<file path="src/rgbc_pkg.sv">
`default_nettype none
package rgbc_pkg;

  localparam int MAX_WIDTH_DEFAULT = 2048;
  localparam int COEF_FRAC_BITS    = 8;
  localparam int QUEUE_DEPTH       = 2;

  localparam int FW_BITS  = 12;
  localparam int FH_BITS  = 13;
  localparam int ROW_BITS = 13;
  localparam int YL_BITS  = 12;
  localparam int MAX_HEIGHT = 4096;

  localparam int PIX_BITS  = 32;
  localparam int COEF_BITS = 16;
  localparam int GAIN_BITS = 24;
  localparam int BIAS_BITS = 19;
  localparam int TAPS      = 9;

  // accumulator: 9-bit signed pixel times 16-bit tap, nine terms
  localparam int PROD_BITS = 9 + COEF_BITS;
  localparam int ACC_BITS  = PROD_BITS + 4;
  localparam int SCL_BITS  = ACC_BITS + GAIN_BITS;
  localparam int TOT_BITS  = SCL_BITS + 1;
  localparam int BIAS_SH   = COEF_FRAC_BITS + 8;
  localparam int OUT_SH    = COEF_FRAC_BITS + 16;

  localparam int CFG_DATA_BITS = 64;
  localparam int CFG_ADDR_BITS = 6;
  localparam int REG_IDX_BITS  = 3;

  localparam logic [REG_IDX_BITS-1:0] REG_COEF_LO = 3'd0;
  localparam logic [REG_IDX_BITS-1:0] REG_COEF_HI = 3'd1;
  localparam logic [REG_IDX_BITS-1:0] REG_COEF_8  = 3'd2;
  localparam logic [REG_IDX_BITS-1:0] REG_GAIN    = 3'd3;
  localparam logic [REG_IDX_BITS-1:0] REG_BIAS    = 3'd4;
  localparam logic [REG_IDX_BITS-1:0] REG_CLAMP   = 3'd5;
  localparam logic [REG_IDX_BITS-1:0] REG_WIDTH   = 3'd6;
  localparam logic [REG_IDX_BITS-1:0] REG_HEIGHT  = 3'd7;

  localparam logic CMD_PIXEL = 1'b0;
  localparam logic CMD_FLUSH = 1'b1;

  typedef struct packed {
    logic       command;
    logic [7:0] alpha_in;
    logic [7:0] red_in;
    logic [7:0] green_in;
    logic [7:0] blue_in;
  } pixel_req_t;

  typedef struct packed {
    logic [7:0] alpha_out;
    logic [7:0] red_out;
    logic [7:0] green_out;
    logic [7:0] blue_out;
    logic       frame_end;
  } pixel_res_t;

  // neighbours already edge-resolved; an out-of-frame neighbour is zero unless clamp repeats the edge pixel
  typedef struct packed {
    logic [TAPS-1:0][PIX_BITS-1:0] taps;
    logic                          frame_end;
  } item_t;

  typedef logic [TAPS-1:0][COEF_BITS-1:0] coef_set_t;

  function automatic logic [7:0] saturate(input logic signed [SCL_BITS-1:0] scaled,
                                          input logic signed [BIAS_BITS-1:0] bias);
    logic signed [TOT_BITS-1:0] total;
    total = TOT_BITS'(scaled) + (TOT_BITS'(bias) <<< BIAS_SH);
    if (total[TOT_BITS-1]) begin
      return 8'd0;
    end else if (|total[TOT_BITS-2:OUT_SH+8]) begin
      return 8'hFF;
    end
    return total[OUT_SH+7:OUT_SH];
  endfunction

endpackage
`default_nettype wire

</file>
<file path="src/rgbc_back.sv">
`default_nettype none
module rgbc_back (
  input  wire logic                                   clk,
  input  wire logic                                   rst,
  input  wire logic                                   q_avail,
  input  wire rgbc_pkg::item_t                        q_item,
  output logic                                        q_pop,
  input  wire rgbc_pkg::coef_set_t                    coef,
  input  wire logic signed [rgbc_pkg::GAIN_BITS-1:0] gain,
  input  wire logic signed [rgbc_pkg::BIAS_BITS-1:0] bias,
  output logic                                        empty,
  input  wire logic                                   pop,
  output rgbc_pkg::pixel_res_t                        result
);

  localparam int AW = rgbc_pkg::ACC_BITS;
  localparam int SW = rgbc_pkg::SCL_BITS;
  localparam int PB = rgbc_pkg::PIX_BITS;

  localparam logic [1:0] B_IDLE = 2'd0;
  localparam logic [1:0] B_MAC  = 2'd1;
  localparam logic [1:0] B_GAIN = 2'd2;
  localparam logic [1:0] B_DONE = 2'd3;

  logic [1:0]                state;
  rgbc_pkg::item_t           item;
  logic [3:0]                t;
  logic [2:0]                k;
  logic signed [AW-1:0]      acc [4];
  logic signed [SW-1:0]      scaled;
  logic [3:0][7:0]           chan;
  logic                      out_valid;
  logic [PB-1:0]             px;
  logic signed [rgbc_pkg::COEF_BITS-1:0] kt;

  assign empty = !out_valid;
  assign q_pop = (state == B_IDLE) && q_avail;
  assign px    = item.taps[t];
  assign kt    = coef[t];

  always_ff @(posedge clk) begin
    if (q_pop) begin
      item <= q_item;
    end
    unique case (state)
      B_IDLE: begin
        for (int ch = 0; ch < 4; ch++) begin
          acc[ch] <= '0;
        end
      end
      B_MAC: begin
        for (int ch = 0; ch < 4; ch++) begin
          acc[ch] <= acc[ch] + AW'($signed({1'b0, px[PB-1-8*ch -: 8]})) * AW'(kt);
        end
      end
      B_GAIN: begin
        if (k < 3'd4) begin
          scaled <= SW'(acc[k[1:0]]) * SW'(gain);
        end
        if (k != 3'd0) begin
          chan[2'(k - 3'd1)] <= rgbc_pkg::saturate(scaled, bias);
        end
      end
      B_DONE: begin
        if (!out_valid || pop) begin
          result <= '{alpha_out: chan[0], red_out: chan[1], green_out: chan[2],
                      blue_out: chan[3], frame_end: item.frame_end};
        end
      end
      default: ;
    endcase
  end

  always_ff @(posedge clk) begin
    if (rst) begin
      state     <= B_IDLE;
      t         <= '0;
      k         <= '0;
      out_valid <= 1'b0;
    end else begin
      if (pop && out_valid) begin
        out_valid <= 1'b0;
      end
      unique case (state)
        B_IDLE: begin
          t <= '0;
          if (q_avail) begin
            state <= B_MAC;
          end
        end
        B_MAC: begin
          t <= t + 1'b1;
          if (t == 4'(rgbc_pkg::TAPS - 1)) begin
            state <= B_GAIN;
            k     <= '0;
          end
        end
        B_GAIN: begin
          k <= k + 1'b1;
          if (k == 3'd4) begin
            state <= B_DONE;
          end
        end
        B_DONE: begin
          if (!out_valid || pop) begin
            out_valid <= 1'b1;
            state     <= B_IDLE;
          end
        end
        default: state <= B_IDLE;
      endcase
    end
  end

  a_tap_range: assert property (@(posedge clk) disable iff (rst)
      state == B_MAC |-> t < 4'(rgbc_pkg::TAPS))
    else $error("tap index out of range");
  a_result_held: assert property (@(posedge clk) disable iff (rst)
      out_valid && !pop |=> out_valid && $stable(result))
    else $error("pending result lost or changed");
  a_pop_only_idle: assert property (@(posedge clk) disable iff (rst)
      q_pop |=> state == B_MAC)
    else $error("popped item not started");

endmodule
`default_nettype wire

</file>
<file path="config.mk">
export PLATFORM = sky130hd
export DESIGN_NAME = rgbc_back
export DESIGN_NICKNAME = d
export VERILOG_FILES = /design/src/rgbc_pkg.sv /design/src/rgbc_back.sv
export SDC_FILE = /design/constraint.sdc
export NUM_CORES = 2
export LEC_CHECK = 0
export BUFFER_PORTS_ARGS = -buffer_cell sky130_fd_sc_hd__buf_2
export CAP_MARGIN = 0
export CORE_MARGIN = 2
export CORE_UTILIZATION = 60
export CTS_CLUSTER_DIAMETER = 200
export DETAILED_ROUTE_END_ITERATION = 16
export PLACE_DENSITY = 0.8
export SLEW_MARGIN = 20
export SYNTH_ARGS = -nofsm -noshare
export SYNTH_HDL_FRONTEND = slang
export SYNTH_SLANG_ARGS = --single-unit
</file>
<file path="constraint.sdc">
create_clock -name clk -period 22.5 [get_ports clk]
set_input_delay 4.5 -clock clk [delete_from_list [all_inputs] [get_ports clk]]
set_output_delay 4.5 -clock clk [all_outputs]
set_load 0.01 [all_outputs]
</file>
==> summary.txt <==
Detailed routing
  – Routed WL: 193000 microns
  – DR pass1 iterations: 6
  – WL/cell: 23.1 microns
  – Post-route ant nets: 0
  – Via count: around 50000
  – Routed vias/inst: 5.89
  – Drt drc: 0
  – DRT iter0 DRCs: 4769

Setup path
  – Worst EP arrival: ~12 ns
  – WS Path Type: input pin to flop
  – Critical Path End Type: flop
  – R2r endpoint: acc[2][25]$_SDFFCE_PN0P_
  – Worst reg-to-reg path cell count: 24
  – Crit path required time: 22.92 ns
  – Startpoint Class: input pin
  – Worst Path Max Fanout: 18
  – R2R setup slack: 12.64 ns
  – R2R Path Start: t[0]$_SDFFE_PP0P_

STA
  – Count of final max-slew check failures: 0
  – RSZ-0062 raised after global routing: false
  – Hold slack final: 0.420 ns
  – Final hold vios: 0
  – Achievable Freq: 0.0848 GHz
  – Setup Skew: around 0.046 ns
  – Post-layout min period: ~12 ns
  – Least-Margin Pin Slew: 1.18 ns
  – Rel. slew slack: about a fifth
  – Final worst-path cycle share: 52.4%
  – Setup violators final: 0
  – Final TNS setup: 0 ns

Clocking
  – Clk_lat worst skew: 0.71 ns
  – H-tree levels: 2
  – Clk slew on worst S/H paths: 0.07 ns
  – CTS resizes: 0
  – Num CTS Buffers: 59
  – Hold-fix buffers, CTS: 0
  – Number of setup buffers added after CTS: 0
  – Max Buffers Root-to-Sink: 3
  – CTS tree: done
  – Root buf cell: clkbuf_16
  – CTS sink cnt: 519

Synthesis
  – Register bit total from synthesis: 519
  – Number of flops mapped to enable cells by yosys: 507
  – Syn Area/Cell: 10.6 sq um
  – Post-synthesis async set-or-reset flop share: 0%
  – Ys flop type: edfxtp_1
  – Cell count after synthesis: 6415
  – Largest area contributor in the netlist: fa_1
  – Syn Nets: 8561
  – Top cells by area, synth: fa_1 (36%), edfxtp_1 (22%), ha_1 (8.0%)
  – Post-synth top area share: 36.2%
  – Post-synthesis cell type count: 83
  – Post-Synthesis Cell Area: slightly below 70000 sq um
  – Seq/Total Area, Yosys: between 20% and 30%
  – Syn. warnings: 0

Floorplanning
  – Total I/O pin count: roughly 500
  – Initial Utilization: 60.5%
  – Die span in y: 341 microns
  – Die Wd: 341 microns
  – Die area: between 100000 and 150000 sq um
  – Area of the core: 112000 sq um
  – Rows: approximately 120

Placement
  – Final GP Congestion: 1.01
  – PortBufs: 514
  – Post-DP Area: 72100 sq um
  – Detail Placement HPWL: 151000 microns

Global routing
  – Vias in the first global route: 53400
  – M3 GR Usage: 8.31%
  – Met1 usage: between 40% and 50%
  – Met2 GRT Util: 55.6%
  – First-pass GRT wire length: 301000 microns
  – Initial antenna violation count: 21
  – Total track usage: between 30 and 40%
  – Gr ovfl total: 0
  – Gr busiest metal: met2
  – Largest net degree at the start of global routing: 87

Layout
  – Share of post-route cells with drive strength above 1: 13.0%
  – Final Util: ~66%
  – Most frequent cells in the layout: inv_1 (1348), fa_1 (1232), nand2_1 (630)
  – P&R area growth vs syn: 8.98%
  – Nets: around 8900
  – Final instance area: 74200 sq um
  – Commonest non-fill, non-tap cell in the layout: inv_1

Hold path
  – Worst Hold Launch: chan[10]$_DFFE_PP_
  – Hold EP: result[19]$_DFFE_PP_
  – Hold WC Path Type: flop to flop
  – Worst hold stages: 0

Outcome
  – Status: complete, no violations

Flow run
  – Max-Cap Viols: 0
cells by family after synthesis:
kind of cell,synth area share [%]
buffers and inverters,8.96
AND/OR/NAND/NOR,11.7
multiplexers,5.15
XOR/XNOR,1.97
adder cells (fa/ha/maj),44.2
AO/OA/AOI/OAI,5.30
flip-flops,22.7
state kept, by name, summed over array words and instances, names as in the netlist, named ones only:
register / flops
k: 3
scaled: 37
result: 33
out_valid: 1
item: 289
t: 4
acc: 116
chan: 32
state: 2
Yosys cell counts, types with 13 or more instances:
cell / n
and3_1: 21
nand3_1: 39
clkbuf_1: 239
xor2_1: 58
mux4_2: 125
nor2b_1: 31
o21ai_1: 14
a21oi_1: 152
or2_2: 15
xnor2_1: 95
inv_1: 1350
fa_1: 1232
a21o_1: 80
a31oi_1: 15
nand2_1: 630
a211oi_1: 22
buf_1: 20
and2_1: 362
o21bai_1: 24
nand4_1: 17
nor2_1: 498
nor3_1: 35
or3_1: 13
mux2i_1: 59
ha_1: 434
nand2b_1: 27
edfxtp_1: 507
o21ai_0: 88
o21a_1: 36
worst max-delay path, stage by stage:
cell and delay (ns):
buf_2 0.11, mux4_2 0.49, mux2i_1 0.16, nor2_1 0.07, a21oi_2 0.15, buf_4 0.36, inv_1 0.41, nand2_1 0.22
inv_1 0.11, fa_1 0.73, fa_1 0.46, inv_1 0.21, fa_1 0.47, fa_1 0.49, inv_1 0.05, fa_1 0.44
ha_1 0.36, nand2_1 0.06, nor3_1 0.61, nand3_1 0.18, a211oi_1 0.52, a211oi_1 0.23, o211ai_1 0.33, a21o_1 0.16
a21oi_1 0.09, xnor2_1 0.17, nor2_1 0.05
final cells by class:
| class | count | area (sq um) |
|---|---|---|
| Antenna cell | 17 | 42.5 |
| Clock buffer | 67 | 1550 |
| Clock inverter | 44 | 507 |
| Fill cell | 8456 | 38300 |
| Inverter | 1350 | 5070 |
| Multi-Input combinational cell | 4276 | 46600 |
| Sequential cell | 519 | 15500 |
| Tap cell | 1500 | 1880 |
| Timing Repair Buffer | 582 | 3080 |
how the worst max path moves through the flow:
stage                     startpoint                       end  slack [ns]  cells after the start
after floorplan              q_avail                     q_pop        6.96                      1
after global placement     coef[127]  acc[0][28]$_SDFFCE_PN0P_       10.29                     27
after detailed placement     gain[0]      scaled[52]$_DFFE_PP_       10.15                     21
after CTS                    gain[0]      scaled[52]$_DFFE_PP_       10.87                     21
after global routing         gain[0]      scaled[52]$_DFFE_PP_       10.38                     21
final                      coef[127]  acc[0][28]$_SDFFCE_PN0P_       10.71                     27
metrics by stage:
stage	setup slack (ns)	cells
finish	10.71	8355
global route	10.38	8343
CTS	10.87	8338
detailed placement	10.15	8227
global placement	10.29	8227
floorplan	6.96	6415
layer usage:
layer	wire length, microns	vias to the layer above
met5	55	-
met4	9590	8
met3	21400	629
met2	90600	2895
met1	71000	24800
li1	-	20800
Power is not shown: default switching activity piles up to over one toggle a cycle in this logic, so the estimate is an artifact.
