File: src/rgbc_pkg.sv
`default_nettype none
package rgbc_pkg;

  localparam int MAX_WIDTH_DEFAULT = 2048;
  localparam int COEF_FRAC_BITS    = 8;
  localparam int QUEUE_DEPTH       = 2;

  localparam int FW_BITS  = 12;
  localparam int FH_BITS  = 13;
  localparam int ROW_BITS = 13;
  localparam int YL_BITS  = 12;
  localparam int MAX_HEIGHT = 4096;

  localparam int PIX_BITS  = 32;
  localparam int COEF_BITS = 16;
  localparam int GAIN_BITS = 24;
  localparam int BIAS_BITS = 19;
  localparam int TAPS      = 9;

  // accumulator: 9-bit signed pixel times 16-bit tap, nine terms
  localparam int PROD_BITS = 9 + COEF_BITS;
  localparam int ACC_BITS  = PROD_BITS + 4;
  localparam int SCL_BITS  = ACC_BITS + GAIN_BITS;
  localparam int TOT_BITS  = SCL_BITS + 1;
  localparam int BIAS_SH   = COEF_FRAC_BITS + 8;
  localparam int OUT_SH    = COEF_FRAC_BITS + 16;

  localparam int CFG_DATA_BITS = 64;
  localparam int CFG_ADDR_BITS = 6;
  localparam int REG_IDX_BITS  = 3;

  localparam logic [REG_IDX_BITS-1:0] REG_COEF_LO = 3'd0;
  localparam logic [REG_IDX_BITS-1:0] REG_COEF_HI = 3'd1;
  localparam logic [REG_IDX_BITS-1:0] REG_COEF_8  = 3'd2;
  localparam logic [REG_IDX_BITS-1:0] REG_GAIN    = 3'd3;
  localparam logic [REG_IDX_BITS-1:0] REG_BIAS    = 3'd4;
  localparam logic [REG_IDX_BITS-1:0] REG_CLAMP   = 3'd5;
  localparam logic [REG_IDX_BITS-1:0] REG_WIDTH   = 3'd6;
  localparam logic [REG_IDX_BITS-1:0] REG_HEIGHT  = 3'd7;

  localparam logic CMD_PIXEL = 1'b0;
  localparam logic CMD_FLUSH = 1'b1;

  typedef struct packed {
    logic       command;
    logic [7:0] alpha_in;
    logic [7:0] red_in;
    logic [7:0] green_in;
    logic [7:0] blue_in;
  } pixel_req_t;

  typedef struct packed {
    logic [7:0] alpha_out;
    logic [7:0] red_out;
    logic [7:0] green_out;
    logic [7:0] blue_out;
    logic       frame_end;
  } pixel_res_t;

  // neighbours already edge-resolved; an out-of-frame neighbour is zero unless clamp repeats the edge pixel
  typedef struct packed {
    logic [TAPS-1:0][PIX_BITS-1:0] taps;
    logic                          frame_end;
  } item_t;

  typedef logic [TAPS-1:0][COEF_BITS-1:0] coef_set_t;

  function automatic logic [7:0] saturate(input logic signed [SCL_BITS-1:0] scaled,
                                          input logic signed [BIAS_BITS-1:0] bias);
    logic signed [TOT_BITS-1:0] total;
    total = TOT_BITS'(scaled) + (TOT_BITS'(bias) <<< BIAS_SH);
    if (total[TOT_BITS-1]) begin
      return 8'd0;
    end else if (|total[TOT_BITS-2:OUT_SH+8]) begin
      return 8'hFF;
    end
    return total[OUT_SH+7:OUT_SH];
  endfunction

endpackage
`default_nettype wire

File: src/rgbc_fifo.sv
`default_nettype none
module rgbc_fifo #(
  parameter int DEPTH = rgbc_pkg::QUEUE_DEPTH
) (
  input  wire logic           clk,
  input  wire logic           rst,
  input  wire logic           wr,
  input  wire rgbc_pkg::item_t wdata,
  input  wire logic           rd,
  output rgbc_pkg::item_t     rdata,
  output logic                space,
  output logic                avail
);

  localparam int PW = (DEPTH > 1) ? $clog2(DEPTH) : 1;
  localparam int CNW = $clog2(DEPTH + 1);

  rgbc_pkg::item_t  store [DEPTH];
  logic [PW-1:0]    wptr;
  logic [PW-1:0]    rptr;
  logic [CNW-1:0]   count;

  assign space = (count != CNW'(DEPTH));
  assign avail = (count != '0);
  assign rdata = store[rptr];

  always_ff @(posedge clk) begin
    if (wr) begin
      store[wptr] <= wdata;
    end
  end

  always_ff @(posedge clk) begin
    if (rst) begin
      wptr  <= '0;
      rptr  <= '0;
      count <= '0;
    end else begin
      if (wr) begin
        wptr <= (wptr == PW'(DEPTH - 1)) ? '0 : wptr + 1'b1;
      end
      if (rd) begin
        rptr <= (rptr == PW'(DEPTH - 1)) ? '0 : rptr + 1'b1;
      end
      count <= count + CNW'(wr) - CNW'(rd);
    end
  end

  a_no_overflow: assert property (@(posedge clk) disable iff (rst) !(wr && !space && !rd))
    else $error("queue written while full");
  a_no_underflow: assert property (@(posedge clk) disable iff (rst) !(rd && !avail))
    else $error("queue read while empty");
  a_count_range: assert property (@(posedge clk) disable iff (rst) count <= CNW'(DEPTH))
    else $error("queue count out of range");

endmodule
`default_nettype wire

File: config.mk
export PLATFORM = sky130hd
export DESIGN_NAME = rgbc_fifo
export DESIGN_NICKNAME = d
export VERILOG_FILES = /design/src/rgbc_pkg.sv /design/src/rgbc_fifo.sv
export SDC_FILE = /design/constraint.sdc
export NUM_CORES = 1
export LEC_CHECK = 0
export CAP_MARGIN = 20
export CORE_AREA = 2 2 226 228
export DETAILED_ROUTE_END_ITERATION = 6
export DIE_AREA = 0 0 228 230
export DONT_BUFFER_PORTS = 1
export SLEW_MARGIN = 20
export SYNTH_ARGS = -nofsm -noshare
export SYNTH_HDL_FRONTEND = slang
export SYNTH_SLANG_ARGS = --single-unit
File: constraint.sdc
create_clock -name clk -period 19.7 [get_ports clk]
set_input_delay 1.97 -clock clk [delete_from_list [all_inputs] [get_ports clk]]
set_output_delay 1.97 -clock clk [all_outputs]
set_load 0.1 [all_outputs]
==> results.json, run 1 <==
{
  "drv_cap": 0,
  "yosys.area_share.simple_pct": 0.2000,
  "floorplan.die_area_um2": 52440,
  "synth_mux_area_share_pct": 18.29,
  "relSlewSlack_pct": 28.09,
  "drc": 0,
  "ant_nets": 0,
  "finalSetupTns_ns": 0,
  "initialDrtViolationCount": 542,
  "clock_skew_ns": 0.009889,
  "cts_sinks": 583,
  "drive_above_1_share_pct": 38.19,
  "min_period_ns": 5.718,
  "nNetsFinal": 1255,
  "endpoint_kind": "output pin",
  "ioPinCount": 584,
  "crit_type": "flop to output pin",
  "place.gp.congestion": 0.8654,
  "synthAdderAreaFrac_pct": 0.1143,
  "crit_required_ns": 17.73,
  "drv_slew": 0,
  "avgSynthCellArea_um2": 23.80,
  "dp_hpwl_mm": 32.14,
  "status": "finished clean",
  "setup_ws_ns": 13.98,
  "routed_via_density": 5.156,
  "vdd_drop_max_mv": 0.09734,
  "place_worst_setup_slack_ns": 13.97,
  "cp-endpoint": "rdata[278]",
  "portBuffers": 0,
  "yosys.area.top_type_share_pct": 79.27,
  "fmax_mhz": 174.9,
  "worstMarginPinSlew_ns": 1.079,
  "cts_resized": 0,
  "ys_seq_elements": 583,
  "cp-start-kind": "flop",
  "gr-total-overflow": 0,
  "tritoncts": "yes",
  "rows": 82,
  "start_util_pct": 43.91,
  "crit_fanout": 69,
  "wire_per_inst_um": 27.48,
  "clock_tree.buffer_depth": 3,
  "track_usage_pct": 16.89,
  "syn2layout_area_growth_pct": 11.85,
  "hold_viol": 0,
  "rr_endpoint": "store[0][228]$_DFFE_PP_",
  "yosys.area_share.xor_xnor_pct": 0.1829,
  "die_y_um": 230,
  "postCtsHoldBufs": 0,
  "routed_wl_mm": 46.16,
  "regToRegStartpoint": "wptr$_SDFFE_PP0P_",
  "vias": 8662,
  "syn_nets": 1215,
  "synth_top_family_by_area": "multiplexers",
  "yosysWarnings": 0,
  "clk_root_buffer_cell": "clkbuf_16",
  "first_pass_iters": 5,
  "yosysUniqueCellTypes": 15,
  "final_cell_mix": "edfxtp_1, mux2_4, mux2_2, clkbuf_16, clkinv_1",
  "synth_compound_area_share_pct": 0,
  "power-per-cell-area_nw_per_um2": 133.8,
  "insertion_delay_ns": 0.58,
  "worstPathArrival_ns": 3.75,
  "numCtsBuffers": 59,
  "final-setup-viol-count": 0,
  "leakage_nw": 8.374,
  "ys_seq_area_share_pct": 79.73,
  "clkTransAtPathRegs_ns": 0.06,
  "antenna_found_initial": 0,
  "layout_commonest_cell": "edfxtp_1",
  "grt_max_degree": 161,
  "rr_worst_depth": 4,
  "grt_pass1_wl_mm": 63.95,
  "ctsHtreeMaxLevel": 2,
  "syn_inst": 920,
  "core_area_um2": 49860,
  "synth_area_leaders": "edfxtp_1, mux2_4, mux2_2",
  "postCtsSetupBuffers": 0,
  "netlist_area_um2": 21890,
  "synth_top_area_cell": "edfxtp_1",
  "hp-class": "flop to flop",
  "rrSetupSlack_ns": 16.54,
  "finalCritPeriodShare_pct": 29.03,
  "die_w_um": 228,
  "rsz0062_at_grt": "no",
  "grt_pass1_vias": 9198,
  "diodes": 0
}
cell type report:
type	count	area, µm²
Fill cell	4047	25370
Sequential cell	583	17460
Multi-Input combinational cell	303	4124
Clock buffer	67	1506
Tap cell	672	840.8
Clock inverter	42	402.9
Timing Repair Buffer	11	147.6
Inverter	2	7.507
sequential cells by signal (all words and copies together) (netlist names), named ones only:
name   flops
store    578
rptr       1
wptr       1
count      2
metal layers:
metal	GRT usage, %	wire length, µm	vias up
met4	6.270	1503	0
met5	0	0	-
met1	16.54	15100	4403
met2	30.17	24360	411
met3	8.829	5204	84
li1	-	-	3764
kinds of logic after synthesis:
group	after synthesis
AND/OR/NAND/NOR	9
XOR/XNOR	3
flip-flops	583
buffers and inverters	34
multiplexers	289
adder cells (fa/ha/maj)	2
cell usage after synthesis:
library cell	instances
inv_1	2
mux2_2	89
dfxtp_1	5
nor2_1	4
ha_1	2
buf_2	7
or2_2	1
mux2_4	200
nor2b_1	2
buf_6	25
edfxtp_1	578
and2_1	1
nand2_1	1
xnor3_1	1
xnor2_1	2
critical path, cell delays in order (launching register included):
cell	delay, ns
dfxtp_4	0.60
buf_4	0.80
buf_4	0.95
mux2_2	0.68
through the flow:
step           hold slack (ns)  instance area (µm²)  power, mW  cells  util, %
2_1_floorplan           0.4799                21890      2.190    920        -
3_3_place_gp            0.4911                22530      2.209   1569    45.17
3_5_place_dp            0.4959                22530      2.212   1569    45.17
4_1_cts                 0.5189                24430      3.311   1678    49.00
5_1_grt                 0.5583                24490      3.374   1680    49.11
6_report                0.5127                24490      3.276   1680    49.11
where the power goes:
group          switching, mW  total [mW]  internal (mW)
logic                  0.596       0.707          0.111
registers             0.0226        1.47           1.45
clock network          0.444        1.09          0.650
total                   1.06        3.28           2.21
worst min path at each step:
stage                     cells after the start         startpoint  slack, ns    to
final                                         2  rptr$_SDFFE_PP0P_       0.51  flop
after global routing                          2  rptr$_SDFFE_PP0P_       0.56  flop
after CTS                                     2  rptr$_SDFFE_PP0P_       0.52  flop
after detailed placement                      2  rptr$_SDFFE_PP0P_       0.50  flop
after global placement                        2  rptr$_SDFFE_PP0P_       0.49  flop
after floorplan                               2  rptr$_SDFFE_PP0P_       0.48  flop
Power figures use the tool's default switching activity.
==> run 2, diff against run 1 <==
Clock period 19.7 ns to 4.81 ns, I/O delays scaled along.
==> run 2 against run 1 <==
Effect of this change:
- total power rose to 4.1 times the previous value
- utilization rose by 5.8 points
- clock skew up 0.0084 ns
- sequential share of layout area shrank 7.5 points
- global-route usage grew 0.067 points
==> results.json, run 2 (synthesized netlist as in run 1, its figures left out) <==
{
  "track_usage_pct": 16.95,
  "dp_hpwl_mm": 31.08,
  "grt_max_degree": 155,
  "fmax_mhz": 320.9,
  "crit_required_ns": 4.33,
  "worstPathArrival_ns": 2.64,
  "placed_cells": 1576,
  "setup_ws_ns": 1.694,
  "portBuffers": 0,
  "critical_path_buf_inv_count": 2,
  "crit_family": "flip-flops",
  "insertion_delay_ns": 0.59,
  "cp-start-kind": "flop",
  "hold_viol": 0,
  "start_util_pct": 43.91,
  "clock_tree.buffer_depth": 3,
  "grt_pass1_wl_mm": 66.48,
  "wl_met2_mm": 24.27,
  "antenna_found_initial": 5,
  "drive_above_1_share_pct": 29.55,
  "place_worst_setup_slack_ns": 2.265,
  "instances_no_fill": 1972,
  "worstMarginPinSlew_ns": 1.035,
  "slowest_stage": "dfxtp_4",
  "routed.top_layer": "met5",
  "status": "finished clean",
  "power-per-cell-area_nw_per_um2": 488.8,
  "final_cell_mix": "edfxtp_1, dlygate4sd3_1, mux2_4, mux2_2, clkbuf_16",
  "finalCritPeriodShare_pct": 64.79,
  "top_register": "store",
  "place.gp.congestion": 0.8682,
  "vdd_drop_max_mv": 0.3884,
  "drv_slew": 0,
  "hp-class": "input port to flop",
  "routed_via_density": 4.983,
  "rows": 82,
  "postCtsSetupBuffers": 0,
  "min_period_ns": 3.116,
  "syn2layout_area_growth_pct": 24.98,
  "endpoint_kind": "output pin",
  "crit_path_cell_trace": "buf_12, buf_4, mux2_4",
  "ioPinCount": 584,
  "grt_pass1_vias": 10582,
  "cts_resized": 0,
  "final-setup-viol-count": 0,
  "floorplan.die_area_um2": 52440,
  "tritoncts": "yes",
  "nNetsFinal": 1548,
  "cts_sinks": 583,
  "rsz0062_at_grt": "no",
  "layout_commonest_cell": "edfxtp_1",
  "final.fill_count": 3779,
  "die_w_um": 228,
  "first_pass_iters": 4,
  "drc": 0,
  "top_regs": "store: 578 flops, count: 2 flops",
  "gr-total-overflow": 0,
  "ant_nets": 0,
  "vias": 9827,
  "crit_fanout": 50,
  "relSlewSlack_pct": 31.03,
  "clock_skew_ns": 0.01825,
  "routed_wl_mm": 46.03,
  "ctsHtreeMaxLevel": 2,
  "wire_per_inst_um": 23.34,
  "initialDrtViolationCount": 477,
  "met1Wirelength_mm": 16.49,
  "crit_type": "flop to output pin",
  "leakage_nw": 9.548,
  "slowest_delay_ns": 0.83,
  "drv_cap": 0,
  "largest_reg_flops": 578,
  "clk_root_buffer_cell": "clkbuf_16",
  "die_y_um": 230,
  "core_area_um2": 49860,
  "clkTransAtPathRegs_ns": 0.06,
  "met3_length_mm": 3.807,
  "numCtsBuffers": 57
}
==> run 2: report_power, final <==
| group | switching (mW) | internal (mW) | leakage (nW) |
|---|---|---|---|
| registers | 0.0957 | 5.94 | 5.47 |
| clock network | 1.78 | 2.40 | 0.852 |
| logic | 2.53 | 0.626 | 3.23 |
| total | 4.40 | 8.97 | 9.55 |
==> run 2: area by class of cell <==
type / instances / area, µm² / share of cell area (%)
flip-flops and latches: 583 / 17460 / 63.81
multi-input cells: 303 / 4124 / 15.07
repair buffers: 306 / 3161 / 11.55
clock buffers: 76 / 1540 / 5.629
well taps: 672 / 840.8 / 3.073
clock inverters: 26 / 220.2 / 0.8048
diodes: 4 / 10.01 / 0.03658
inverters: 2 / 7.507 / 0.02743
==> run 2: layer usage <==
| layer | GRT usage, % | up-vias |
|---|---|---|
| met5 | 0 | - |
| met4 | 6.556 | 2 |
| met3 | 6.337 | 89 |
| met2 | 29.94 | 396 |
| met1 | 18.53 | 4990 |
| li1 | - | 4350 |
==> run 2: timing repair <==
action | 4_1_cts | 5_1_grt
endpoints found under the setup margin | 0 | 0
endpoints found under the hold margin | 583 | 0
hold buffers | 290 | 0
==> run 2: worst paths after layout <==
kind                                   startpoint                 endpoint  slack, ns  depth (start not counted)
worst max-delay path                         flop               rdata[250]       1.69                          3
worst max register to register  wptr$_SDFFE_PP0P_  store[1][209]$_DFFE_PP_       2.64                          2
worst min-delay path                           rd                     flop       0.04                          2
worst min register to register  rptr$_SDFFE_PP0P_                     flop       0.53                          2
==> run 2: through the flow <==
step	hold slack, ns	cell area [µm²]	util, %	total power, mW	setup TNS (ns)
2_1_floorplan	0.4799	21900	-	8.888	-123.18
3_3_place_gp	0.4919	22690	45.51	9.066	0
3_5_place_dp	0.5168	22690	45.51	9.080	0
4_1_cts	0.004814	27350	54.86	13.50	0
5_1_grt	0.03220	27360	54.87	13.77	0
6_report	0.04293	27360	54.88	13.37	0
